==> src/hdl/htcl_pkg.sv <==
`default_nettype none
package htcl_pkg;

	localparam int TABLE_DEPTH_DEF = 65536;
	localparam int CODE_WIDTH_DEF  = 52;
	localparam int CFG_W           = 17;

	localparam logic [15:0] MISS_ID   = 16'hFFFF;
	localparam logic [7:0]  MISS_DIST = 8'hFF;

	localparam logic [1:0] ACT_CLEAR  = 2'd0;
	localparam logic [1:0] ACT_ADD    = 2'd1;
	localparam logic [1:0] ACT_LOOKUP = 2'd2;

	localparam logic [1:0] REG_CODE_BITS     = 2'd0;
	localparam logic [1:0] REG_MAX_HAMMING   = 2'd1;
	localparam logic [1:0] REG_TABLE_ENTRIES = 2'd2;

	localparam logic [5:0]       CODE_BITS_RST     = 6'd36;
	localparam logic [1:0]       MAX_HAMMING_RST   = 2'd2;
	localparam logic [CFG_W-1:0] TABLE_ENTRIES_RST = 17'd65536;

	typedef struct packed {
		logic load;
		logic clr_step;
		logic hash_start;
		logic probe_init;
		logic rd;
		logic probe_next;
		logic wr;
		logic var_next;
		logic rot;
		logic fin_plain;
		logic fin_full;
		logic fin_hit;
	} cmd_t;

	typedef struct packed {
		logic clr_last;
		logic hash_done;
		logic hit_valid;
		logic hit_match;
		logic probe_last;
		logic var_done;
		logic rot_last;
		logic is_add;
	} sts_t;

endpackage
`default_nettype wire

==> src/hdl/htcl_ctrl.sv <==
`default_nettype none
module htcl_ctrl import htcl_pkg::*; (
	input  wire logic       clk,
	input  wire logic       arst_n,
	input  wire logic       start,
	input  wire logic [1:0] action,
	input  wire sts_t       sts,
	output cmd_t            cmd,
	output logic            busy
);
	typedef enum logic [2:0] {
		S_CLR, S_IDLE, S_HSTART, S_HASH, S_RD, S_EV
	} state_t;

	state_t state_q, state_d;
	logic   pend_q, pend_d;

	always_comb begin
		cmd     = '0;
		state_d = state_q;
		pend_d  = pend_q;
		case (state_q)
			S_CLR: begin
				cmd.clr_step = 1'b1;
				if (sts.clr_last) begin
					cmd.fin_plain = pend_q;
					pend_d  = 1'b0;
					state_d = S_IDLE;
				end
			end
			S_IDLE: begin
				if (start) begin
					cmd.load = 1'b1;
					if (action == ACT_CLEAR) begin
						pend_d  = 1'b1;
						state_d = S_CLR;
					end else if (action == ACT_ADD || action == ACT_LOOKUP) begin
						state_d = S_HSTART;
					end else begin
						cmd.fin_plain = 1'b1;
					end
				end
			end
			S_HSTART: begin
				cmd.hash_start = 1'b1;
				state_d = S_HASH;
			end
			S_HASH: begin
				if (sts.hash_done) begin
					cmd.probe_init = 1'b1;
					state_d = S_RD;
				end
			end
			S_RD: begin
				cmd.rd  = 1'b1;
				state_d = S_EV;
			end
			S_EV: begin
				if (sts.is_add) begin
					if (!sts.hit_valid) begin
						cmd.wr = 1'b1;
						if (sts.var_done) begin
							cmd.fin_plain = 1'b1;
							state_d = S_IDLE;
						end else begin
							cmd.var_next = 1'b1;
							state_d = S_HSTART;
						end
					end else if (sts.probe_last) begin
						cmd.fin_full = 1'b1;
						state_d = S_IDLE;
					end else begin
						cmd.probe_next = 1'b1;
						state_d = S_RD;
					end
				end else begin
					if (sts.hit_valid && sts.hit_match) begin
						cmd.fin_hit = 1'b1;
						state_d = S_IDLE;
					end else if (sts.hit_valid && !sts.probe_last) begin
						cmd.probe_next = 1'b1;
						state_d = S_RD;
					end else if (sts.rot_last) begin
						cmd.fin_plain = 1'b1;
						state_d = S_IDLE;
					end else begin
						cmd.rot = 1'b1;
						state_d = S_HSTART;
					end
				end
			end
			default: state_d = S_IDLE;
		endcase
	end

	// reset starts with a sweep that empties the store, no result reported
	always_ff @(posedge clk or negedge arst_n) begin
		if (!arst_n) begin
			state_q <= S_CLR;
			pend_q  <= 1'b0;
		end else begin
			state_q <= state_d;
			pend_q  <= pend_d;
		end
	end

	assign busy = (state_q != S_IDLE);
endmodule
`default_nettype wire

==> config.mk <==
export PLATFORM = sky130hd
export DESIGN_NAME = htcl_ctrl
export DESIGN_NICKNAME = d
export VERILOG_FILES = /design/src/hdl/htcl_pkg.sv /design/src/hdl/htcl_ctrl.sv
export SDC_FILE = /design/constraint.sdc
export NUM_CORES = 1
export LEC_CHECK = 0
export ABC_AREA = 1
export ABC_CLOCK_PERIOD_IN_PS = 1910
export BUFFER_PORTS_ARGS = -buffer_cell sky130_fd_sc_hd__buf_2
export CAP_MARGIN = 5
export CORE_AREA = 4 4 41 43
export CTS_CLUSTER_DIAMETER = 40
export DETAILED_ROUTE_END_ITERATION = 8
export DIE_AREA = 0 0 45 47
export GPL_TIMING_DRIVEN = 0
export MAX_ROUTING_LAYER = met4
export PLACE_DENSITY = 0.77
export SLEW_MARGIN = 40
export SYNTH_ARGS = -nofsm -noshare
export SYNTH_HDL_FRONTEND = slang
export SYNTH_SLANG_ARGS = --single-unit
==> constraint.sdc <==
create_clock -name clk -period 1.91 [get_ports clk]
set_clock_uncertainty 0.2 [all_clocks]
set_input_delay 0.191 -clock clk [delete_from_list [all_inputs] [get_ports clk]]
set_output_delay 0.191 -clock clk [all_outputs]
set_load 0.02 [all_outputs]
==> flow_summary.toml, run 1 <==
[run_status]
outcome = "complete, no violations"

[min_path]
holdCritPathClass = "primary input to flip-flop"
hold_start = "sts[6]"
hold_path_end = "state_q[1]$_DFFE_PN0P_"
hold_path_depth = 4

[finish]
nets = 130
drive_gt1_share_pct = 32.2
fillers = 139
final_core_util_pct = 49.5
layout.cells.non_filler = 130
fin_area_um2 = 644
antenna_cells = 0
area_delta_synth_final_pct = 37.3

[route]
drc = 0
drt-wirelength-per-cell_um = 9.02
drt-total-wl_mm = 1.17
drtIter0Drc = 15
drt-pass1-iter-count = 4
viasPerCell = 4.71
postRouteAntennaNets = 0
num_vias = 612

[clocking]
clkSlewWorstSetupHoldPaths_ps = 40
cts.sinks = 4
cts_tree = "built"
root_buffer = "clkbuf_4"
clock_path_buffers = 2
worstSkewPairLatency_ps = 230
htreeDepth = 1
post_cts_buffers = 0
cts_buffers = 3

[placement]
placed_area_um2 = 608
io_buffers = 24
dp_hpwl_um = 992
dp_cells = 126
place.gp.congestion = 0.862

[global_route]
grt_pass1_vias = 501
grtUsageTotal_pct = 12.3
grt.overflow.total = 0
grt_pass1_wl_mm = 1.91
grt_max_degree = 9
antenna_found_initial = 0

[die]
design.core.area_um2 = 1300
pin_count = 26
die_w_um = 45
start_util_pct = 36.1
die_h_um = 47
die_area_um2 = 2120
fp-row-count = 13

[power_and_ir_drop]
leakagePower_nw = 0.422
power.total_uw = 797
power_density_nw_per_um2 = 1240
ir_drop_uv = 404

[timing]
fin_setup_tns_ps = 0
rsz0062_at_grt = "no"
setup_viol = 0
final.period_utilization_pct = 95.1
hold_viol_final = 0
final.min_clock_period_ps = 1820
maxSlewHeadroom_pct = 82.4
tightest_slew_ps = 262
timing.fmax_mhz = 551
slew_viol_final = 0

[yosys]
ys_warn_count = 0
synth_compound_area_share_pct = 3.20
ys_seq_area_share_pct = 21.3
synth_cells = 87
yosys.area_share.adder_pct = 0
syn_nets = 100
yosys-mux-area-fraction_pct = 0
yosys.area_share.simple_pct = 59.2
synth-seq-cells = 4
syn_avg_cell_area_um2 = 5.39
synthXorXnorAreaFrac_pct = 0
synth_cell_types = 13
synth_area_um2 = 469
synth_top_family_by_area = "simple AND/OR/NAND/NOR gates"

[setup_path]
worstPathRequired_ps = 1520
worstRegToRegCells = 8
rr_endpoint = "state_q[0]$_DFFE_PN0P_"
crit_type = "flip-flop to output port"
rrSetupSlack_ps = 530
crit_arrival_ps = 1420
critPathLaunch = "state_q[1]$_DFFE_PN0P_"
path_max_fanout = 6
r2r-start = "state_q[0]$_DFFE_PN0P_"
start_kind = "flip-flop"
cp-end-kind = "output port"

[run]
maxCapViolations = 0
## registers in the layout, indices dropped and copies added, names as in the netlist
register and count:
pend_q 1, state_q 3
## kinds of logic (layout without fill, tap and decap cells)
| family | Yosys count | in the layout |
|---|---|---|
| compound gates | 3 | 3 |
| buf+inv | 20 | 48 |
| flops | 4 | 4 |
| simple gates | 60 | 60 |
## through the flow
step	hold WS [ps]	setup slack [ps]
after floorplan	-305	73.0
after global placement	-205	333
after detailed placement	-204	338
after CTS	63.0	91.7
after global routing	92.8	24.6
final	56.3	94.4
## where the power goes
group	switching (mW)	total (mW)	internal, mW
Combinational	0.342	0.514	0.173
Sequential	0.0564	0.183	0.126
Clock	0.0299	0.0998	0.0699
## how the worst max path moves through the flow
stage | to | slack, ps | cells past startpoint
3_5_place_dp | cmd[2] | 340 | 8
2_1_floorplan | cmd[2] | 70 | 5
3_3_place_gp | cmd[2] | 330 | 8
5_1_grt | cmd[2] | 20 | 8
4_1_cts | cmd[2] | 90 | 8
6_report | cmd[2] | 90 | 8
## placed cells by master, fill, tap and decap left out, drive strengths merged
cell type    netlist  routed
dfrtp              4       4
buf                1      25
nand2             26      26
dlygate4sd3        0       1
nand3             11      11
nor2              16      16
clkbuf             0       3
a21oi              3       3
inv               19      19
nor3               6       6
nand4              1       1
## critical path: stages (launching register included)
cell and delay [ps]:
dfrtp_2 440, inv_2 100, nand2_2 70, nor2_4 110, inv_2 70, nor2_1 80
nand3_1 90, nand3_1 80, buf_2 160
## per-layer routing
layer | vias up | track usage (%) | routed length, um
met5 | - | - | 0
met4 | 0 | 3.51 | 8
li1 | 325 | - | -
met2 | 23 | 19.5 | 523
met3 | 2 | 1.53 | 92
met1 | 262 | 16.4 | 548
## final cells by class
cell class	instances	area (um2)	share of cell area (%)
multi-input combinational	63	295	45.8
timing repair buffer	25	130	20.2
sequential	4	101	15.7
inverter	19	71.3	11.1
clock buffer	3	22.5	3.50
tap	15	18.8	2.91
buffer	1	5.00	0.777
## repair_timing
action | in CTS | in global routing
endpoints found under the setup margin | 0 | 1
gates resized for setup | 0 | 2
hold endpoints to repair | 4 | 0
hold buffers | 1 | 0
## synth_stat cells
| cell | count | share of area, % |
|---|---|---|
| inv_1 | 16 | 13 |
| nor3_4 | 1 | 3.5 |
| nand4_1 | 1 | 1.3 |
| nand2_2 | 1 | 1.3 |
| nor2_4 | 2 | 4.8 |
| inv_2 | 3 | 2.4 |
| a21oi_1 | 3 | 3.2 |
| buf_2 | 1 | 1.1 |
| nand3_1 | 11 | 12 |
| nand2_1 | 25 | 20 |
| nor3_1 | 5 | 5.3 |
| nor2_1 | 14 | 11 |
| dfrtp_1 | 4 | 21 |
Power figures use the tool's default switching activity.
==> run 2: changes to the inputs <==
PLACE_DENSITY = 0.72   (was 0.77)
==> flow_summary.toml, run 2 (synthesis results as in run 1) <==
[run_status]
outcome = "complete, no violations"

[route]
drt-total-wl_mm = 1.23
drt-met1-wl_um = 536
viasPerCell = 4.69
postRouteAntennaNets = 0
drc = 0
highest_layer = "met4"
drtIter0Drc = 13
num_vias = 615
drt-wirelength-per-cell_um = 9.37
drt-pass1-iter-count = 4
wl_met3_um = 102
routed-wl-met2_um = 554

[power_and_ir_drop]
intPower_uw = 380
p_sw_uw = 434
ir_drop_uv = 603
power_frac_seq_pct = 22.6
leakagePower_nw = 0.428
power_density_nw_per_um2 = 1240
power.total_uw = 814
clock_power_share_pct = 12.4
combinationalPowerShare_pct = 65.1
switching_share_pct = 53.3

[finish]
layout.cells.non_filler = 131
area_delta_synth_final_pct = 39.5
top_register = "state_q"
antenna_cells = 0
nets = 131
largest_reg_flops = 3
largestRegisters = "state_q (3), pend_q (1)"
drive_gt1_share_pct = 32.8
fin_area_um2 = 654
final_cell_mix = "nand2_1, buf_2, inv_1"

[min_path]
holdCritPathClass = "primary input to flip-flop"

[setup_path]
critical-path-max-stage-delay_ps = 450
worstPathRequired_ps = 1520
rrSetupSlack_ps = 520
path_cells = "inv_2 -> nor2_4 -> inv_2 -> nor2_1 -> nand3_1 -> nand3_1 -> buf_2"
cp_slowest_cell = "dfrtp_1"
crit_arrival_ps = 1400
cp-end-kind = "output port"
start_kind = "flip-flop"
crit_type = "flip-flop to output port"
path_max_fanout = 5

[run]
maxCapViolations = 0

[clocking]
root_buffer = "clkbuf_4"
clock_path_buffers = 2
cts.sinks = 4
worstSkewPairLatency_ps = 230
cts_tree = "built"
clkSlewWorstSetupHoldPaths_ps = 40
cts_buffers = 3
htreeDepth = 1

[timing]
setup_viol = 0
hold_viol_final = 0
maxSlewHeadroom_pct = 82.2
slew_viol_final = 0
final.period_utilization_pct = 93.8
fin_setup_tns_ps = 0
tightest_slew_ps = 266
rsz0062_at_grt = "no"
final.min_clock_period_ps = 1790
timing.fmax_mhz = 558

[global_route]
grt_pass1_vias = 493
grt_max_degree = 9
antenna_found_initial = 0
grt.overflow.total = 0
grt_pass1_wl_mm = 1.96
grtUsageTotal_pct = 13.0

[die]
die_w_um = 45
start_util_pct = 36.1
die_area_um2 = 2120
die_h_um = 47
design.core.area_um2 = 1300
fp-row-count = 13
pin_count = 26

[placement]
dp_cells = 126
place.gp.congestion = 0.822
placed_area_um2 = 608
dp_hpwl_mm = 1.01
io_buffers = 24
==> run 2: what timing repair did <==
action | in CTS | in global routing
endpoints found under the hold margin | 4 | 0
resized for setup | 0 | 3
setup endpoints to repair | 0 | 3
hold buffers | 1 | 0
setup buffers | 0 | 1
==> run 2: final timing paths <==
path,start,to,cells past startpoint
max,state_q[0]$_DFFE_PN0P_,cmd[2],7
min,sts[6],state_q[1]$_DFFE_PN0P_,4
max reg2reg,state_q[0]$_DFFE_PN0P_,state_q[0]$_DFFE_PN0P_,8
min reg2reg,pend_q$_DFFE_PN0P_,pend_q$_DFFE_PN0P_,2
max in group asynchronous,arst_n,state_q[1]$_DFFE_PN0P_,2
min in group asynchronous,arst_n,state_q[2]$_DFFE_PN0P_,2
==> run 2: power by group through the flow <==
stage                     clock, mW  sequential, mW  combinational [mW]
final                         0.101           0.184               0.529
after global routing          0.106           0.193               0.595
after CTS                     0.102           0.180               0.514
after detailed placement          0           0.180               0.510
after global placement            0           0.179               0.506
after floorplan                   0           0.168               0.387
==> run 2: final cells by class <==
| class | instances | area [um2] |
|---|---|---|
| plain buffers | 1 | 5.00 |
| inverters | 19 | 73.8 |
| multi-input cells | 63 | 295 |
| flip-flops and latches | 4 | 101 |
| clock buffers | 3 | 22.5 |
| well taps | 15 | 18.8 |
| repair buffers | 26 | 138 |
| fillers | 153 | 647 |
==> run 2: metal layers <==
metal / vias to the layer above / global-route usage (%)
li1: 330 / -
met1: 253 / 16.3
met2: 28 / 19.2
met3: 4 / 3.07
met4: 0 / 7.02
met5: - / -
==> run 2: worst max-delay path, delay by kind of cell (launching register included) <==
family,cells,cell delay (ps)
buffers and inverters,3,340
flip-flops,1,450
AND/OR/NAND/NOR,4,390
==> run 2: stage by stage <==
| step | hold slack (ps) | setup slack, ps | util [%] |
|---|---|---|---|
| final | 60.5 | 119 | 50.3 |
| after global routing | 91.9 | 12.2 | 50.3 |
| after CTS | 70.8 | 78.7 | 49.2 |
| after detailed placement | -204 | 326 | 46.7 |
| after global placement | -204 | 329 | 46.7 |
| after floorplan | -305 | 73.0 | - |
